<file path="src/rtl/qpht_pkg.sv">
package qpht_pkg;

  // Slot count; a power of two, so the home slot and every probe step wrap by masking.
  localparam int TABLE_SLOTS = 16;
  localparam int SLOT_W      = (TABLE_SLOTS > 1) ? $clog2(TABLE_SLOTS) : 1;
  localparam int CNT_W       = $clog2(TABLE_SLOTS + 1);
  localparam int KEY_W       = 32;
  localparam int OUT_SLOT_W  = 4;

  localparam logic CMD_INSERT = 1'b0;
  localparam logic CMD_SEARCH = 1'b1;

  localparam logic [1:0] STAT_INSERTED = 2'd0;
  localparam logic [1:0] STAT_FULL     = 2'd1;
  localparam logic [1:0] STAT_FOUND    = 2'd2;
  localparam logic [1:0] STAT_MISSING  = 2'd3;

  typedef enum logic [1:0] {
    ST_IDLE,
    ST_PROBE,
    ST_DONE
  } state_t;

  typedef struct packed {
    logic start;
    logic issue;
    logic finish;
    logic emit;
  } ctrl_t;

  typedef struct packed {
    logic term;
    logic out_busy;
  } stat_t;

  function automatic logic [OUT_SLOT_W-1:0] out_slot(input logic [SLOT_W-1:0] s);
    logic [SLOT_W+OUT_SLOT_W-1:0] ext;
    ext = {{OUT_SLOT_W{1'b0}}, s};
    return ext[OUT_SLOT_W-1:0];
  endfunction

endpackage

</file>
<file path="src/rtl/qpht_ram.sv">
module qpht_ram #(
  parameter int WIDTH = 32,
  parameter int DEPTH = 16
) (
  input  logic                     clk,
  input  logic                     wr_en,
  input  logic [$clog2(DEPTH)-1:0] wr_addr,
  input  logic [WIDTH-1:0]         wr_data,
  input  logic [$clog2(DEPTH)-1:0] rd_addr,
  output logic [WIDTH-1:0]         rd_data
);

  logic [WIDTH-1:0] mem [DEPTH];

  always_ff @(posedge clk) begin
    if (wr_en) begin
      mem[wr_addr] <= wr_data;
    end
    rd_data <= mem[rd_addr];
  end

endmodule

</file>
<file path="src/rtl/qpht_ctrl.sv">
module qpht_ctrl (
  input  logic                clk,
  input  logic                rst_n,
  input  logic                in_tvalid,
  output logic                in_tready,
  input  qpht_pkg::stat_t     stat,
  output qpht_pkg::ctrl_t     ctrl
);

  qpht_pkg::state_t state_r, state_nxt;

  always_ff @(posedge clk) begin
    if (!rst_n) begin
      state_r <= qpht_pkg::ST_IDLE;
    end else begin
      state_r <= state_nxt;
    end
  end

  always_comb begin
    state_nxt   = state_r;
    ctrl        = '0;
    in_tready   = 1'b0;
    case (state_r)
      qpht_pkg::ST_IDLE: begin
        in_tready = 1'b1;
        if (in_tvalid) begin
          ctrl.start = 1'b1;
          state_nxt  = qpht_pkg::ST_PROBE;
        end
      end
      qpht_pkg::ST_PROBE: begin
        ctrl.issue = 1'b1;
        if (stat.term) begin
          ctrl.finish = 1'b1;
          state_nxt   = qpht_pkg::ST_DONE;
        end
      end
      qpht_pkg::ST_DONE: begin
        if (!stat.out_busy) begin
          ctrl.emit = 1'b1;
          state_nxt = qpht_pkg::ST_IDLE;
        end
      end
      default: begin
        state_nxt = qpht_pkg::ST_IDLE;
      end
    endcase
  end

endmodule

</file>
<file path="src/rtl/qpht_dp.sv">
module qpht_dp (
  input  logic                        clk,
  input  logic                        rst_n,
  input  logic                        in_tuser,
  input  logic [qpht_pkg::KEY_W-1:0]  in_tdata,
  output logic                        out_tvalid,
  input  logic                        out_tready,
  output logic [1:0]                  out_tuser,
  output logic [7:0]                  out_tdata,
  input  qpht_pkg::ctrl_t             ctrl,
  output qpht_pkg::stat_t             stat
);

  localparam int SW = qpht_pkg::SLOT_W;
  localparam int CW = qpht_pkg::CNT_W;
  localparam int N  = qpht_pkg::TABLE_SLOTS;

  logic                       cmd_r;
  logic [qpht_pkg::KEY_W-1:0] key_r;
  logic [SW-1:0]              pos_r;
  logic [SW-1:0]              sq_r;
  logic [SW-1:0]              odd_r;
  logic [CW-1:0]              issued_r;
  logic                       chk_valid_r;
  logic                       chk_occ_r;
  logic                       chk_last_r;
  logic [SW-1:0]              chk_pos_r;
  logic [N-1:0]               occ_r;
  logic [1:0]                 res_status_r;
  logic [qpht_pkg::OUT_SLOT_W-1:0] res_slot_r;
  logic                       out_valid_r;
  logic [1:0]                 out_status_r;
  logic [qpht_pkg::OUT_SLOT_W-1:0] out_slot_r;

  logic [qpht_pkg::KEY_W-1:0] rd_key;
  logic                       can_issue;
  logic                       free_hit;
  logic                       key_hit;
  logic                       wr_en;
  logic [1:0]                 res_status_nxt;
  logic [qpht_pkg::OUT_SLOT_W-1:0] res_slot_nxt;

  qpht_ram #(
    .WIDTH (qpht_pkg::KEY_W),
    .DEPTH (N)
  ) u_key_ram (
    .clk     (clk),
    .wr_en   (wr_en),
    .wr_addr (chk_pos_r),
    .wr_data (key_r),
    .rd_addr (pos_r),
    .rd_data (rd_key)
  );

  assign can_issue = (issued_r != CW'(N));
  assign free_hit  = chk_valid_r && !chk_occ_r;
  assign key_hit   = chk_valid_r && chk_occ_r && (cmd_r == qpht_pkg::CMD_SEARCH)
                     && (rd_key == key_r);
  assign stat.term     = free_hit || key_hit || (chk_valid_r && chk_last_r);
  assign stat.out_busy = out_valid_r && !out_tready;
  assign wr_en = ctrl.finish && free_hit && (cmd_r == qpht_pkg::CMD_INSERT);

  always_comb begin
    res_slot_nxt = '0;
    if (free_hit) begin
      if (cmd_r == qpht_pkg::CMD_INSERT) begin
        res_status_nxt = qpht_pkg::STAT_INSERTED;
        res_slot_nxt   = qpht_pkg::out_slot(chk_pos_r);
      end else begin
        res_status_nxt = qpht_pkg::STAT_MISSING;
      end
    end else if (key_hit) begin
      res_status_nxt = qpht_pkg::STAT_FOUND;
      res_slot_nxt   = qpht_pkg::out_slot(chk_pos_r);
    end else if (cmd_r == qpht_pkg::CMD_INSERT) begin
      res_status_nxt = qpht_pkg::STAT_FULL;
    end else begin
      res_status_nxt = qpht_pkg::STAT_MISSING;
    end
  end

  // probe walk: step i*i mod N added to pos per probe, kept incrementally as sq += 2i+1
  always_ff @(posedge clk) begin
    if (ctrl.start) begin
      cmd_r <= in_tuser;
      key_r <= in_tdata;
      pos_r <= in_tdata[SW-1:0];
      sq_r  <= SW'(1);
      odd_r <= SW'(3);
    end else if (ctrl.issue && can_issue) begin
      pos_r     <= pos_r + sq_r;
      sq_r      <= sq_r + odd_r;
      odd_r     <= odd_r + SW'(2);
    end
    if (ctrl.issue && can_issue) begin
      chk_pos_r  <= pos_r;
      chk_occ_r  <= occ_r[pos_r];
      chk_last_r <= (issued_r == CW'(N - 1));
    end
    if (ctrl.finish) begin
      res_status_r <= res_status_nxt;
      res_slot_r   <= res_slot_nxt;
    end
    if (ctrl.emit) begin
      out_status_r <= res_status_r;
      out_slot_r   <= res_slot_r;
    end
  end

  always_ff @(posedge clk) begin
    if (!rst_n) begin
      issued_r    <= '0;
      chk_valid_r <= 1'b0;
      occ_r       <= '0;
      out_valid_r <= 1'b0;
    end else begin
      if (ctrl.start) begin
        issued_r <= '0;
      end else if (ctrl.issue && can_issue) begin
        issued_r <= issued_r + CW'(1);
      end
      chk_valid_r <= ctrl.issue && can_issue && !ctrl.finish;
      if (wr_en) begin
        occ_r[chk_pos_r] <= 1'b1;
      end
      if (ctrl.emit) begin
        out_valid_r <= 1'b1;
      end else if (out_tready) begin
        out_valid_r <= 1'b0;
      end
    end
  end

  assign out_tvalid = out_valid_r;
  assign out_tuser  = out_status_r;
  assign out_tdata  = {{(8 - qpht_pkg::OUT_SLOT_W){1'b0}}, out_slot_r};

endmodule

</file>
<file path="src/rtl/quadratic_probe_hash_table.sv">
// Open-addressed key table with cumulative quadratic probing over TABLE_SLOTS slots
// (qpht_pkg). A transaction carries an insert or a search; each gives one result
// transaction. Work is one transaction at a time: a probe walk issues one key-memory
// read per cycle and checks the registered data, up to a free slot, a key match on a search
// or the last of TABLE_SLOTS probes; the result then leaves once the output register is
// free. A new request is taken while the previous result still waits at the output.
// The table starts empty after reset; duplicate inserts take another slot.
module quadratic_probe_hash_table (
  input  logic        clk,
  input  logic        rst_n,
  input  logic        in_tvalid,
  output logic        in_tready,
  input  logic        in_tuser,   // [0] command: 0 insert, 1 search
  input  logic [31:0] in_tdata,   // [31:0] key
  output logic        out_tvalid,
  input  logic        out_tready,
  output logic [1:0]  out_tuser,  // [1:0] status
  output logic [7:0]  out_tdata   // [3:0] slot, [7:4] zero
);

  qpht_pkg::ctrl_t ctrl;
  qpht_pkg::stat_t stat;

  qpht_ctrl u_ctrl (
    .clk       (clk),
    .rst_n     (rst_n),
    .in_tvalid (in_tvalid),
    .in_tready (in_tready),
    .stat      (stat),
    .ctrl      (ctrl)
  );

  qpht_dp u_dp (
    .clk        (clk),
    .rst_n      (rst_n),
    .in_tuser   (in_tuser),
    .in_tdata   (in_tdata),
    .out_tvalid (out_tvalid),
    .out_tready (out_tready),
    .out_tuser  (out_tuser),
    .out_tdata  (out_tdata),
    .ctrl       (ctrl),
    .stat       (stat)
  );

endmodule

</file>
<file path="config.mk">
export PLATFORM = sky130hd
export DESIGN_NAME = quadratic_probe_hash_table
export DESIGN_NICKNAME = d
export VERILOG_FILES = /design/src/rtl/qpht_pkg.sv /design/src/rtl/qpht_ram.sv /design/src/rtl/qpht_ctrl.sv /design/src/rtl/qpht_dp.sv /design/src/rtl/quadratic_probe_hash_table.sv
export SDC_FILE = /design/constraint.sdc
export NUM_CORES = 1
export LEC_CHECK = 0
export ABC_AREA = 1
export BUFFER_PORTS_ARGS = -buffer_cell sky130_fd_sc_hd__buf_2
export CELL_PAD_IN_SITES_DETAIL_PLACEMENT = 1
export CELL_PAD_IN_SITES_GLOBAL_PLACEMENT = 1
export CORE_ASPECT_RATIO = 1.4
export CORE_MARGIN = 4
export CORE_UTILIZATION = 45
export DETAILED_ROUTE_END_ITERATION = 8
export PLACE_DENSITY = 0.8
export SETUP_SLACK_MARGIN = 0.02
export SYNTH_ARGS = -nofsm -noshare
export SYNTH_HDL_FRONTEND = slang
export SYNTH_SLANG_ARGS = --single-unit
</file>
<file path="constraint.sdc">
create_clock -name clk -period 3.7 [get_ports clk]
set_input_delay 0.74 -clock clk [delete_from_list [all_inputs] [get_ports clk]]
set_output_delay 0.74 -clock clk [all_outputs]
set_load 0.05 [all_outputs]
</file>
# Yosys cells after proc, flatten, opt, wreduce, memory -nomap -nowiden
# Memory sizes are Yosys's and may differ from the RTL's. A register that Yosys moved wholly into a read port is not among the register bits.
# Index checks and enable logic that the tools add are counted.
# word_totals
reg_bits,88
ramBits,512
out_inout_bits,12
wordCells,85
n_memories,1
# classes
n_addsub,4
n_lt_le_gt_ge,3
eq_ne,8
mux,28
bitwise,3
n_reduce_logical,21
# mem_list
memory,words,width,rd,rd_clocked_by_memory_dff,wr,line_no,source
u_dp.u_key_ram.mem,16,32,1,1,1,qpht_ram.sv:13,logic [WIDTH-1:0] mem [DEPTH];
# op_table
operator,count
equality test 32 bit,1
two-way mux 4 bit,5
two-way mux 2 bit,8
bitwise OR 16 bit,1
two-way mux 1 bit,12
logical AND 1 bit,11
< comparator 4 x 5 -> 1 bit (second input constant),2
adder 4 bit,2
!= test 2 bit (second input constant),3
one-hot mux 2 bit (3 select lines),1
adder 5 x 1 -> 5 bit (second input constant),1
equality test 5 x 4 -> 1 bit (second input constant),1
!= test 5 bit (second input constant),1
adder 4 x 2 -> 4 bit (second input constant),1
binary-select mux 1 bit (select 4 bit),1
demux 1 bit (select 4 bit),1
>= comparator 4 x 1 -> 1 bit (second input constant),1
nonzero test 2 bit,2
zero test 1 bit,3
AND reduction 3 bit,1
equality test 2 x 1 -> 1 bit (second input constant),1
equality test 2 bit (second input constant),1
zero test 2 bit,1
logical OR 1 bit,2
2 further kinds,3

# Depth between registers and ports, before layout
# depth
depth_word,11
ltp_mapped,11
ltp_nobuf,11

# Cells and area by module
# Synthesis repeated with hierarchy kept, for this count alone.
# unflattened
hier_cells,2639
hier_area_um2,27012.2
# modules_own_cells
module,n_inst,cells_each,area_per_inst_um2,seq_area_each_um2
qpht_ram,1,2120,22730.6,16015.4
qpht_dp,1,503,4167.7,2252.2
qpht_ctrl,1,16,113.9,40.0

# Worst setup path after synthesis
# No wires, ideal clock.
# synth_timing
path_kind,register to register
startpoint,register u_dp.chk_occ_r
endpoint,"memory u_dp.u_key_ram.mem[12][0], enable pin"
setup_ps,422
arrival_time_ps,2288
t_required_ps,3278
slack_ps,989
path_stages_with_launch,8
path_cell_list,edfxtp_1 -> inv_1 -> nand2_1 -> nor3_1 -> nand2_1 -> nor3_1 -> inv_1 -> nor2_1
# synth_between
elab_chain_len,11
word_cells_on_any_way,13
# synth_rtl
element,line_no,source
start: declaration,qpht_dp.sv:25,logic chk_occ_r;
start signal: assignment,qpht_dp.sv:97,chk_occ_r <= occ_r[pos_r];
logical AND 1 bit (2 in series),qpht_dp.sv:57,assign key_hit = chk_valid_r && chk_occ_r && (cmd_r == qpht_pkg::CMD_SEARCH)
logical AND 1 bit,qpht_dp.sv:58,&& (rd_key == key_r);
logical OR 1 bit (2 in series),qpht_dp.sv:59,assign stat.term = free_hit || key_hit || (chk_valid_r && chk_last_r);
two-way mux 1 bit,qpht_ctrl.sv:34,if (stat.term) begin
two-way mux 2 bit,qpht_ctrl.sv:24,case (state_r)
logical AND 1 bit * (2 in series),qpht_dp.sv:61,assign wr_en = ctrl.finish && free_hit && (cmd_r == qpht_pkg::CMD_INSERT);
two-way mux 1 bit *,qpht_ram.sv:16,if (wr_en) begin
two-way mux 1 bit (implied by the code) *,qpht_ram.sv:17,mem[wr_addr] <= wr_data;
end: declaration,qpht_ram.sv:13,
# Every way passes the cells marked *; elsewhere a longest branch is shown, timed or not.

# Worst setup path in the final report
# layout_timing
startpoint,register u_dp.key_r[28] (netlist name)
endpoint,"register u_dp.res_slot_r[0] (netlist name), enable pin"
# layout_between
elab_chain_len,6
# layout_rtl
element,line_no,source
start: declaration,qpht_dp.sv:19,logic [qpht_pkg::KEY_W-1:0] key_r;
start signal: assignment,qpht_dp.sv:86,key_r <= in_tdata;
equality test 32 bit,qpht_dp.sv:58,
logical AND 1 bit,qpht_dp.sv:58,
logical OR 1 bit (2 in series),qpht_dp.sv:59,
two-way mux 1 bit,qpht_ctrl.sv:34,
two-way mux 2 bit,qpht_ctrl.sv:24,
end signal: assignment,qpht_dp.sv:102,res_slot_r <= res_slot_nxt;
end: declaration,qpht_dp.sv:30,logic [qpht_pkg::OUT_SLOT_W-1:0] res_slot_r;
# Every way passes these cells.
# A chain may end at the register's enable or synchronous reset.

==> flow_summary.ini <==
[run_status]
status = complete, no violations

[timing]
finalSetupViolations = 0
tightestPinTransition_ns = 1.11
post-route-period-util_pct = 76.9
finalSetupTns_ns = 0
rsz0062_at_grt = false
period_needed_ns = 2.84
skew_ns = 0.0230
clock.fmax_mhz = 352
report.final.slew_viol_count = 0
setup_slack_ns = 0.855
finalHoldViolCount = 0
relSlewSlack_pct = 25.8

[drt]
totalWireLength_um = 64300
wl_per_cell_um = 25.0
dr.first_iter.drc_count = 1306
drtPass1Iterations = 5
vias_per_cell = 5.76
final_antenna_net_count = 0
vias = 14800
drc_errors = 0

[global_route]
grt_pass1_vias = 16300
gr-total-overflow = 0
grt_pass1_wl_um = 98300
grt.total_usage_pct = 21.3
grt_max_degree = 155
antenna_found_initial = 0

[yosys]
synth.avg_cell_area_um2 = 14.1
ys_types = 30
ys_seq_area_share_pct = 73.3
yosys_warnings = 0
synth_area_um2 = 25000
ys_ff_latch = 631
netlist_instances = 1769

[hold_path]
hold_path_depth = 1
holdCritPathClass = in -> reg
hp-start = in_tdata[30]
min_to = u_dp.key_r[30]

[clocking]
clk_pin_slew_ns = 0.07
h-tree-depth = 2
clock_path_buffers = 3
ctsResizeCount = 0
clockRootBuffer = clkbuf_16
cts_sinks = 631
cts_buffers = 54
cts_setup_buffers = 0
cts_tree = yes
clk_latency_ns = 0.60
ctsHoldBuffers = 0

[layout]
layout_commonest_cell = edfxtp_1
final_cell_mix = 567 x edfxtp_1, 177 x inv_1, 156 x o21ai_0
syn2layout_area_growth_pct = 11.2
finalNetCount = 1851
final_cells = 2571
final_layout_size_suffix_gt1_share_pct = 10.0

[critical_path]
worst_path_most_repeated_cell = nand2_1
critPathCaptureType = flip-flop
worstPathMaxFanout = 18
critPathLaunch = u_dp.key_r[28]
critical_path_class = reg -> reg
reg2reg_depth = 10
r2r_end = u_dp.res_slot_r[0]
path_buf_inv = 2
r2r_slack_ns = 0.86
r2r-start = u_dp.key_r[28]
crit_slowest_cell = edfxtp_1
critPathMaxStageDelay_ns = 0.70
start_kind = flip-flop
path_delay_family = simple AND/OR/NAND/NOR gates
cp.arrival_ns = 3.11
path_cells = inv_1 > nand2_1 > nand2_1 > nor3_1 > nand2_1 > nor2_1 > nand3_1 > nand2_1 > nand2_1 > inv_1
cp.required_ns = 3.97

[floorplan]
coreArea_um2 = 54600
io_pins = 49
rows = 101
die_w_um = 207
die_y_um = 287
die_area_um2 = 59400
start_util_pct = 45.7

[power_and_ir_drop]
power_leakage_nw = 9.82
p_total_mw = 17.5
vdd.ir_drop.worst_v = 0.000400
power_density_nw_per_um2 = 630

[place]
portBuffers = 44
pre_cts_ws_ns = 0.952
gp_congestion = 0.758
hpwl_um = 36300
post-place-cells = 2468

[run]
cap_violations = 0
## report_power, final
part | switching [mW] | internal (mW)
logic | 2.17 | 1.02
registers | 0.263 | 8.07
clock network | 2.62 | 3.34
## registers in the layout, indices dropped and copies added (netlist names)
signal and cells:
u_dp.u_key_ram.mem 512, u_dp.key_r 32, u_dp.u_key_ram.rd_data 32, u_dp.occ_r 16, u_dp.issued_r 5, u_dp.chk_pos_r 4, u_dp.out_slot_r 4, u_dp.pos_r 4
u_dp.res_slot_r 4, u_dp.sq_r 4, u_dp.odd_r 3, u_ctrl.state_r 2, u_dp.out_tuser 2, u_dp.res_status_r 2, u_dp.chk_last_r 1, u_dp.chk_occ_r 1
u_dp.chk_valid_r 1, u_dp.cmd_r 1, u_dp.out_tvalid 1
## per-layer routing
metal	vias to the layer above	track usage (%)	part of all wire, %
met2	464	39.6	54
met1	7686	25.9	38
li1	6514	-	-
met5	-	0	0
met4	0	7.23	3.1
met3	134	2.25	4.7
## layout make-up
cell class,instances,area (µm²)
inverters,180,678
multi-input cells,858,5400
repair buffers,78,601
diodes,1,2.50
clock inverters,29,314
fillers,5345,26800
flip-flops and latches,631,18300
well taps,721,902
clock buffers,73,1560
## worst max-delay path by stage
| stage | to | slack (ns) | cells past startpoint |
|---|---|---|---|
| after CTS | u_dp.res_slot_r[0] | 0.85 | 10 |
| final | u_dp.res_slot_r[0] | 0.86 | 10 |
| after global routing | u_dp.res_slot_r[0] | 0.72 | 10 |
| after global placement | u_dp.res_slot_r[0] | 1.20 | 11 |
| after floorplan | u_dp.u_key_ram.mem[12][0] | 0.99 | 7 |
| after detailed placement | u_dp.res_slot_r[0] | 0.95 | 10 |
## synthesized netlist by cell type (all sizes together)
cell | count | area share [%]
o21ai | 171 | 3.4
nand3 | 51 | 1.0
dfxtp | 64 | 5.1
inv | 179 | 2.7
a211oi | 1 | 0.030
o221ai | 2 | 0.070
nor3 | 6 | 0.12
o211ai | 129 | 3.9
xor2 | 19 | 0.67
clkbuf | 48 | 0.72
nand4 | 2 | 0.050
clkinv | 1 | 0.015
xnor2 | 10 | 0.35
buf | 55 | 2.2
conb | 1 | 0.015
mux2i | 132 | 5.3
nand2 | 86 | 1.3
o21a | 2 | 0.060
ha | 9 | 0.45
edfxtp | 567 | 68
a21oi | 142 | 2.8
nor2 | 90 | 1.4
fa | 2 | 0.16
## cell families (layout without fill, tap and decap cells)
group	after synthesis	count (layout)	share of synthesized area, %
xor+xnor	29	29	1.02
mux	132	132	5.29
buf+inv	283	360	5.61
fa+ha+maj	11	11	0.611
compound gates	447	447	10.3
other cells	1	5	0.0150
simple gates	235	235	3.85
flops	631	631	73.3
## through the flow
stage	hold slack [ns]	utilization [%]	instance area, µm²
4_1_cts	0.293	50.8	27800
5_1_grt	0.293	50.8	27800
2_1_floorplan	0.400	-	25000
6_report	0.320	50.9	27800
3_3_place_gp	0.428	47.4	25900
3_5_place_dp	0.415	47.4	25900
## worst register-to-register path: stages, from the launching register on
cell	delay, ns
edfxtp_1	0.70
inv_1	0.11
nand2_1	0.10
nand2_1	0.06
nor3_1	0.31
nand2_1	0.09
nor2_1	0.23
nand3_1	0.36
nand2_1	0.21
nand2_1	0.11
inv_1	0.23
Note: power is estimated with default switching activity, not from simulation.
